<file path="config.mk">
export PLATFORM = sky130hd
export DESIGN_NAME = round_phase_transition_guard_unit_flat
export DESIGN_NICKNAME = d
export VERILOG_FILES = /design/src/hdl/rptg_pkg.sv /design/src/hdl/rptg_cmd_if.sv /design/src/hdl/rptg_res_if.sv /design/src/hdl/round_phase_transition_guard_unit.sv /design/src/flat_wrapper.sv
export SDC_FILE = /design/constraint.sdc
export NUM_CORES = 2
export LEC_CHECK = 0
export ABC_AREA = 0
export BUFFER_PORTS_ARGS = -buffer_cell sky130_fd_sc_hd__buf_2
export CORE_MARGIN = 2
export CORE_UTILIZATION = 38
export DETAILED_ROUTE_END_ITERATION = 8
export GPL_ROUTABILITY_DRIVEN = 0
export SYNTH_ARGS = -nofsm -noshare
export SYNTH_HDL_FRONTEND = slang
export SYNTH_SLANG_ARGS = --single-unit
</file>
<file path="constraint.sdc">
create_clock -name clk -period 42.7 [get_ports clk]
set_input_delay 0 -clock clk [delete_from_list [all_inputs] [get_ports clk]]
set_output_delay 0 -clock clk [all_outputs]
set_load 0.01 [all_outputs]
</file>
<file path="src/hdl/rptg_pkg.sv">
// shared types and constants for the round phase transition guard
// command, result and configuration encodings; no dependencies
package rptg_pkg;

  // default width of the ticket counters
  localparam int unsigned COUNT_WIDTH_DEF = 16;

  localparam int unsigned WORD_W   = 64;
  localparam int unsigned TICKET_W = 16;
  localparam int unsigned CFG_IDX_W = 2;

  // configuration register indexes
  typedef enum logic [CFG_IDX_W-1:0] {
    CFG_ROUND_NUMBER = 2'd0,
    CFG_ROUND_HEIGHT = 2'd1,
    CFG_TICKET_LIMIT = 2'd2,
    CFG_NONE         = 2'd3
  } cfg_idx_t;

  // command kinds
  typedef enum logic [2:0] {
    CMD_REPLAY      = 3'd0,
    CMD_VIEW_STEP   = 3'd1,
    CMD_COMMIT      = 3'd2,
    CMD_AVAIL       = 3'd3,
    CMD_FREEZE      = 3'd4,
    CMD_AGGREGATE   = 3'd5,
    CMD_ABORT       = 3'd6,
    UNKNOWN_COMMAND = 3'd7
  } mode_t;

  // round phases
  typedef enum logic [2:0] {
    PH_OPEN       = 3'd0,
    PH_COMMITTED  = 3'd1,
    PH_AVAILABLE  = 3'd2,
    PH_ELIGIBLE   = 3'd3,
    PH_AGGREGATED = 3'd4,
    PH_ABORTED    = 3'd5
  } phase_t;

  // rejection reasons
  typedef enum logic [3:0] {
    ERR_NONE         = 4'd0,
    ERR_ROUND        = 4'd1,
    ERR_HEIGHT       = 4'd2,
    ERR_VIEW         = 4'd3,
    ERR_PHASE        = 4'd4,
    ERR_TERMINAL     = 4'd5,
    ERR_TICKETS      = 4'd6,
    ERR_AVAILABILITY = 4'd7,
    ERR_EMPTY        = 4'd8,
    ERR_UNKNOWN      = 4'd9,
    ERR_OVERFLOW     = 4'd10
  } err_t;

  // command transaction payload
  typedef struct packed {
    mode_t             mode;
    logic [WORD_W-1:0] cmd_view;
    logic [WORD_W-1:0] cmd_round;
    logic [WORD_W-1:0] cmd_height;
    logic [WORD_W-1:0] digest_w0;
    logic [WORD_W-1:0] digest_w1;
    logic [WORD_W-1:0] digest_w2;
    logic [WORD_W-1:0] digest_w3;
  } cmd_t;

  // result transaction payload
  typedef struct packed {
    logic                accepted;
    err_t                error_code;
    phase_t              phase_out;
    logic [WORD_W-1:0]   view_out;
    logic [WORD_W-1:0]   sequence_out;
    logic [TICKET_W-1:0] committed_out;
    logic [TICKET_W-1:0] available_out;
    logic [WORD_W-1:0]   root_w0;
    logic [WORD_W-1:0]   root_w1;
    logic [WORD_W-1:0]   root_w2;
    logic [WORD_W-1:0]   root_w3;
  } res_t;

endpackage

</file>
<file path="src/hdl/rptg_cmd_if.sv">
// command channel of the round phase transition guard
// valid/ready handshake with a cmd_t payload; depends on rptg_pkg
interface rptg_cmd_if;
  logic          valid;
  logic          ready;
  rptg_pkg::cmd_t data;

  modport source (output valid, output data, input ready);
  modport sink (input valid, input data, output ready);
endinterface

</file>
<file path="src/hdl/rptg_res_if.sv">
// result channel of the round phase transition guard
// valid/ready handshake with a res_t payload; depends on rptg_pkg
interface rptg_res_if;
  logic          valid;
  logic          ready;
  rptg_pkg::res_t data;

  modport source (output valid, output data, input ready);
  modport sink (input valid, input data, output ready);
endinterface

</file>
<file path="src/hdl/round_phase_transition_guard_unit.sv">
// round phase transition guard: checks one command per cycle against round state
// unless a result stalls; depends on rptg_pkg, rptg_cmd_if and rptg_res_if
//
//  channel | direction | handshake          | payload
//  cmd     | in        | cmd.valid/ready    | mode, view, round, height, digest words
//  res     | out       | res.valid/ready    | accepted, error code, state after the command
//  cfg     | in        | cfg_we             | cfg_index, cfg_data (no read-back)
//
// a command is registered on entry and judged against the round state; its
// result is registered when the result slot is free or being taken and is
// offered from then on; one command is taken every cycle while results are
// taken; the state updates with the result register, so the next command sees it.
// rst clears the round state, the configuration and both stage valids.
// a stalled result holds the judge stage, which holds the entry register in turn.
module round_phase_transition_guard_unit #(
  parameter int unsigned COUNT_WIDTH = rptg_pkg::COUNT_WIDTH_DEF
) (
  input  logic                                clk,
  input  logic                                rst,
  input  logic                                cfg_we,
  input  logic [rptg_pkg::CFG_IDX_W-1:0]      cfg_index,
  input  logic [rptg_pkg::WORD_W-1:0]         cfg_data,
  rptg_cmd_if.sink                            cmd,
  rptg_res_if.source                          res
);

  localparam int unsigned CMP_W =
    (COUNT_WIDTH > rptg_pkg::TICKET_W) ? COUNT_WIDTH : rptg_pkg::TICKET_W;

  // configuration
  logic [rptg_pkg::WORD_W-1:0]   round_number;
  logic [rptg_pkg::WORD_W-1:0]   round_height;
  logic [rptg_pkg::TICKET_W-1:0] ticket_limit;

  // round state
  rptg_pkg::phase_t            phase;
  logic [rptg_pkg::WORD_W-1:0] view;
  logic [rptg_pkg::WORD_W-1:0] seq;
  logic [COUNT_WIDTH-1:0]      committed;
  logic [COUNT_WIDTH-1:0]      available;
  logic [rptg_pkg::WORD_W-1:0] root [4];

  // entry register and result register
  logic           s1_valid;
  rptg_pkg::cmd_t s1;
  logic           res_valid;
  rptg_pkg::res_t res_data;

  logic advance;

  // next values of the judge stage
  rptg_pkg::err_t              err;
  logic                        bump;
  rptg_pkg::phase_t            phase_next;
  logic [rptg_pkg::WORD_W-1:0] view_next;
  logic [rptg_pkg::WORD_W-1:0] seq_next;
  logic [COUNT_WIDTH-1:0]      committed_next;
  logic [COUNT_WIDTH-1:0]      available_next;
  logic                        root_load;
  logic                        commit_ok;

  // handshake
  assign advance   = s1_valid && (!res_valid || res.ready);
  assign cmd.ready = !s1_valid || advance;
  assign res.valid = res_valid;
  assign res.data  = res_data;

  // command checks and transition rules
  always_comb begin
    err            = rptg_pkg::ERR_NONE;
    bump           = 1'b0;
    phase_next     = phase;
    view_next      = view;
    committed_next = committed;
    available_next = available;
    root_load      = 1'b0;
    if (s1.cmd_round != round_number) begin
      err = rptg_pkg::ERR_ROUND;
    end else if (s1.cmd_height != round_height) begin
      err = rptg_pkg::ERR_HEIGHT;
    end else if (s1.mode != rptg_pkg::CMD_VIEW_STEP && s1.cmd_view != view) begin
      err = rptg_pkg::ERR_VIEW;
    end else if (s1.mode == rptg_pkg::CMD_REPLAY) begin
      // replay changes nothing and keeps the sequence
      if (phase != rptg_pkg::PH_OPEN) err = rptg_pkg::ERR_PHASE;
    end else if (phase == rptg_pkg::PH_AGGREGATED || phase == rptg_pkg::PH_ABORTED) begin
      err = rptg_pkg::ERR_TERMINAL;
    end else begin
      bump = 1'b1;
      unique case (s1.mode)
        rptg_pkg::CMD_VIEW_STEP: begin
          if (view == '1 || s1.cmd_view != view + 64'd1) err = rptg_pkg::ERR_VIEW;
          view_next = s1.cmd_view;
        end
        rptg_pkg::CMD_COMMIT: begin
          if (phase != rptg_pkg::PH_OPEN && phase != rptg_pkg::PH_COMMITTED) begin
            err = rptg_pkg::ERR_PHASE;
          end else if (CMP_W'(committed) >= CMP_W'(ticket_limit) || committed == '1) begin
            err = rptg_pkg::ERR_TICKETS;
          end
          committed_next = committed + COUNT_WIDTH'(1);
          phase_next     = rptg_pkg::PH_COMMITTED;
        end
        rptg_pkg::CMD_AVAIL: begin
          if (phase != rptg_pkg::PH_COMMITTED && phase != rptg_pkg::PH_AVAILABLE) begin
            err = rptg_pkg::ERR_PHASE;
          end else if (available >= committed) begin
            err = rptg_pkg::ERR_AVAILABILITY;
          end
          available_next = available + COUNT_WIDTH'(1);
          phase_next     = rptg_pkg::PH_AVAILABLE;
        end
        rptg_pkg::CMD_FREEZE: begin
          if (phase != rptg_pkg::PH_AVAILABLE) begin
            err = rptg_pkg::ERR_PHASE;
          end else if (available == '0) begin
            err = rptg_pkg::ERR_EMPTY;
          end
          phase_next = rptg_pkg::PH_ELIGIBLE;
        end
        rptg_pkg::CMD_AGGREGATE: begin
          if (phase != rptg_pkg::PH_ELIGIBLE) err = rptg_pkg::ERR_PHASE;
          phase_next = rptg_pkg::PH_AGGREGATED;
          root_load  = 1'b1;
        end
        rptg_pkg::CMD_ABORT: begin
          phase_next = rptg_pkg::PH_ABORTED;
        end
        default: begin
          err = rptg_pkg::ERR_UNKNOWN;
        end
      endcase
      if (err == rptg_pkg::ERR_NONE && seq == '1) err = rptg_pkg::ERR_OVERFLOW;
    end
    seq_next = bump ? seq + 64'd1 : seq;
  end

  assign commit_ok = (err == rptg_pkg::ERR_NONE);

  // configuration writes
  always_ff @(posedge clk) begin
    if (rst) begin
      round_number <= '0;
      round_height <= '0;
      ticket_limit <= '0;
    end else if (cfg_we) begin
      unique case (rptg_pkg::cfg_idx_t'(cfg_index))
        rptg_pkg::CFG_ROUND_NUMBER: round_number <= cfg_data;
        rptg_pkg::CFG_ROUND_HEIGHT: round_height <= cfg_data;
        rptg_pkg::CFG_TICKET_LIMIT: ticket_limit <= cfg_data[rptg_pkg::TICKET_W-1:0];
        default: ;
      endcase
    end
  end

  // entry register
  always_ff @(posedge clk) begin
    if (rst) begin
      s1_valid <= 1'b0;
    end else if (cmd.ready) begin
      s1_valid <= cmd.valid;
    end
    if (cmd.ready && cmd.valid) s1 <= cmd.data;
  end

  // round state, updated only by an accepted command
  always_ff @(posedge clk) begin
    if (rst) begin
      phase     <= rptg_pkg::PH_OPEN;
      view      <= '0;
      seq       <= '0;
      committed <= '0;
      available <= '0;
      for (int i = 0; i < 4; i++) root[i] <= '0;
    end else if (advance && commit_ok) begin
      phase     <= phase_next;
      view      <= view_next;
      seq       <= seq_next;
      committed <= committed_next;
      available <= available_next;
      if (root_load) begin
        root[0] <= s1.digest_w0;
        root[1] <= s1.digest_w1;
        root[2] <= s1.digest_w2;
        root[3] <= s1.digest_w3;
      end
    end
  end

  // result register shows the state after the command
  always_ff @(posedge clk) begin
    if (rst) begin
      res_valid <= 1'b0;
    end else if (advance) begin
      res_valid <= 1'b1;
    end else if (res.ready) begin
      res_valid <= 1'b0;
    end
    if (advance) begin
      res_data.accepted      <= commit_ok;
      res_data.error_code    <= err;
      res_data.phase_out     <= commit_ok ? phase_next : phase;
      res_data.view_out      <= commit_ok ? view_next : view;
      res_data.sequence_out  <= commit_ok ? seq_next : seq;
      res_data.committed_out <= rptg_pkg::TICKET_W'(commit_ok ? committed_next : committed);
      res_data.available_out <= rptg_pkg::TICKET_W'(commit_ok ? available_next : available);
      res_data.root_w0       <= (commit_ok && root_load) ? s1.digest_w0 : root[0];
      res_data.root_w1       <= (commit_ok && root_load) ? s1.digest_w1 : root[1];
      res_data.root_w2       <= (commit_ok && root_load) ? s1.digest_w2 : root[2];
      res_data.root_w3       <= (commit_ok && root_load) ? s1.digest_w3 : root[3];
    end
  end

endmodule
</file>
<file path="src/flat_wrapper.sv">
// flat-port wrapper written by rule: the top's interface ports become plain ports
module round_phase_transition_guard_unit_flat 
#(
  parameter int unsigned COUNT_WIDTH = rptg_pkg::COUNT_WIDTH_DEF
)
  (clk, rst, cfg_we, cfg_index, cfg_data, cmd_valid, cmd_data, cmd_ready, res_valid, res_data, res_ready);
  rptg_cmd_if cmd_i ();
  rptg_res_if res_i ();
  input  logic clk;
  input  logic rst;
  input  logic cfg_we;
  input  logic [rptg_pkg::CFG_IDX_W-1:0] cfg_index;
  input  logic [rptg_pkg::WORD_W-1:0] cfg_data;
  input wire logic [$bits(cmd_i.valid)-1:0] cmd_valid;
  input wire logic [$bits(cmd_i.data)-1:0] cmd_data;
  output wire logic [$bits(cmd_i.ready)-1:0] cmd_ready;
  output wire logic [$bits(res_i.valid)-1:0] res_valid;
  output wire logic [$bits(res_i.data)-1:0] res_data;
  input wire logic [$bits(res_i.ready)-1:0] res_ready;
  assign cmd_i.valid = cmd_valid;
  assign cmd_i.data = cmd_data;
  assign cmd_ready = cmd_i.ready;
  assign res_valid = res_i.valid;
  assign res_data = res_i.data;
  assign res_i.ready = res_ready;
  round_phase_transition_guard_unit #(.COUNT_WIDTH(COUNT_WIDTH)) u_core (.clk(clk), .rst(rst), .cfg_we(cfg_we), .cfg_index(cfg_index), .cfg_data(cfg_data), .cmd(cmd_i), .res(res_i));
endmodule
</file>
==> qor.yml <==
status: "finished clean"
clockRootBuffer: "clkbuf_16"
ios: 948
layout_commonest_cell: "edfxtp_1"
tritoncts: "yes"
clockBufferDepth: 3
avgSynthCellArea_sq_um: 13.6
relSlewSlack_pct: 18.3
async_flop_share_pct: 0
overflow: 0
port_buffers: 947
cts_made_buffers: 157
cp_top_family: "simple AND/OR/NAND/NOR gates"
slowest_delay_ns: 0.84
yosys_warnings: 0
drtPass1Iterations: 5
tns_ns: 0
vdd_drop_max_mv: 0.0369
fin_crit_ns: 6.54
timing.final.crit_share_pct: 15.3
grt_max_degree: 159
critPathLaunchType: "flop"
r2r_cells: 12
hp-class: "in2reg"
synth_nets: 4926
design_power_total_mw: 3.23
max_freq_mhz: 153
critPathSlowestCell: "a21o_4"
synth_flop_cell: "edfxtp_1"
drv_slew: 0
post_cts_resized: 0
antenna_found_initial: 46
die_x_um: 399
clock_skew_ns: 0.0570
rows: 144
finalHoldViolations: 0
hold_depth: 2
synth_edf_count: 1131
yosysSeqAreaShare_pct: 67.7
synth_cell_types: 80
cap_violations: 0
path_buf_inv: 3
drive_above_1_share_pct: 24.0
finalSetupViolations: 0
path_max_fanout: 73
die_area_sq_mm: 0.159
core-area_sq_mm: 0.154
endpoint_kind: "flop"
worst_pin_slew_ns: 1.23
syn_area_sq_mm: 0.0593
wl_per_cell_um: 24.2
dp_hpwl_mm: 137
clock_latency_ns: 0.81
clkTransAtPathRegs_ns: 0.06
htree_num_levels: 4
grt_pass1_wl_mm: 291
whs_ns: 0.0551
drt-initial-drc-count: 3957
grt_use_total_pct: 24.9
vias_per_cell: 5.20
p_leak_nw: 30.4
start_util_pct: 38.4
synthCells: 4367
drc: 0
grt_pass1_vias: 44460
area_delta_synth_final_pct: 37.0
drt_wl_total_mm: 205
vias: 44058
path_depth: 12
worstSetupPathType: "reg2reg"
crit_chain: "xor2_1, or4_1, or4_1, nor4_4, o211ai_1, or2_1, inv_1, nand3_1, nor3_2, a21o_4, buf_4, buf_4"
nets: 6821
clock_sinks: 1440
worst_ep_arrival_time_ns: 6.97
die_h_um: 399
final_cell_mix: "1131 x edfxtp_1, 986 x dlygate4sd3_1, 946 x buf_2"
ys_ff_latch: 1440
cp.required_ns: 43.12
grt_setup_unrepaired: "no"
pwr_density_cell_mw_per_mm2: 39.8
post-cts-setup-buffers: 0
drtAntennaViolNets: 0
==> cells by family after synthesis <==
kind of cell	Yosys count	share of synthesized area, %
AND/OR/NAND/NOR	1454	12.8
buffers and inverters	293	2.08
AO/OA/AOI/OAI	403	4.02
multiplexers	418	7.79
adder cells (fa/ha/maj)	37	0.781
XOR/XNOR	322	4.76
flip-flops	1440	67.7
==> metal layers <==
layer	vias up	GRT usage (%)	share of wire (%)
li1	19781	-	-
met1	21680	28.9	37
met3	581	5.95	7.2
met4	12	15.8	7.0
met5	-	0	0.041
met2	2004	41.3	48
==> final cells by class <==
cell class	instances	area [sq um]
antenna	34	85.1
clock buffer	200	4190
clock inverter	84	1090
fill	12713	73200
inverter	59	221
multi-input combinational	2634	18000
sequential	1440	40100
tap	2044	2560
timing repair buffer	1970	14900
==> Yosys cell counts, types with 37 or more instances <==
master | n | area share (%)
edfxtp_1 | 1131 | 57
nand2_1 | 433 | 2.7
dfxtp_1 | 309 | 10
mux2_2 | 271 | 5.1
and2_1 | 265 | 2.8
a21oi_1 | 222 | 1.9
nor2_1 | 201 | 1.3
xor2_1 | 186 | 2.7
clkbuf_1 | 157 | 0.99
xnor2_1 | 136 | 2.0
nand3_1 | 106 | 0.89
nand4_1 | 100 | 1.1
nor4_1 | 79 | 0.83
mux2_1 | 77 | 1.5
mux2i_1 | 70 | 1.2
o21ai_0 | 61 | 0.52
inv_1 | 59 | 0.37
and3_1 | 45 | 0.47
buf_2 | 45 | 0.38
ha_1 | 37 | 0.78
==> flip-flops by register name, summed over array words and instances (netlist names), 64 cells and up <==
register	count
u_core.s1	451
u_core.res.data	424
u_core.root	256
u_core.round_height	64
u_core.round_number	64
u_core.seq	64
u_core.view	64
==> power breakdown <==
part | switching, mW | leakage, nW | internal [mW] | total (mW)
Combinational | 0.117 | 14.7 | 0.112 | 0.229
Clock | 0.595 | 2.55 | 0.796 | 1.39
Sequential | 0.0304 | 13.2 | 1.58 | 1.61
Total | 0.742 | 30.4 | 2.49 | 3.23
==> final timing paths <==
path                                                            from                                    to  slack [ns]
worst max-delay path                        u_core.s1[423]$_DFFE_PP_      u_core.root[3][16]$_SDFFCE_PN0P_       36.16
worst min register to register  u_core.ticket_limit[12]$_SDFFE_PP0P_  u_core.ticket_limit[12]$_SDFFE_PP0P_        0.45
worst min-delay path                                   cmd_data[224]              u_core.s1[224]$_DFFE_PP_        0.06
worst max register to register              u_core.s1[423]$_DFFE_PP_      u_core.root[3][16]$_SDFFCE_PN0P_       36.16
==> stage by stage <==
| step | utilization, % | area (sq um) | instances | worst slack [ns] |
|---|---|---|---|---|
| 2_1_floorplan | - | 59300 | 4367 | 17.48 |
| 3_3_place_gp | 42.7 | 66000 | 7161 | 36.20 |
| 3_5_place_dp | 42.7 | 66000 | 7161 | 36.12 |
| 4_1_cts | 52.5 | 81100 | 8431 | 36.06 |
| 5_1_grt | 52.6 | 81200 | 8457 | 35.75 |
| 6_report | 52.6 | 81200 | 8465 | 36.16 |
==> what timing repair did <==
action / in CTS / in global routing
endpoints found under the hold margin: 711 / 0
setup endpoints to repair: 0 / 0
hold buffers: 986 / 0
No activity file was read; power rests on OpenSTA's default activity.
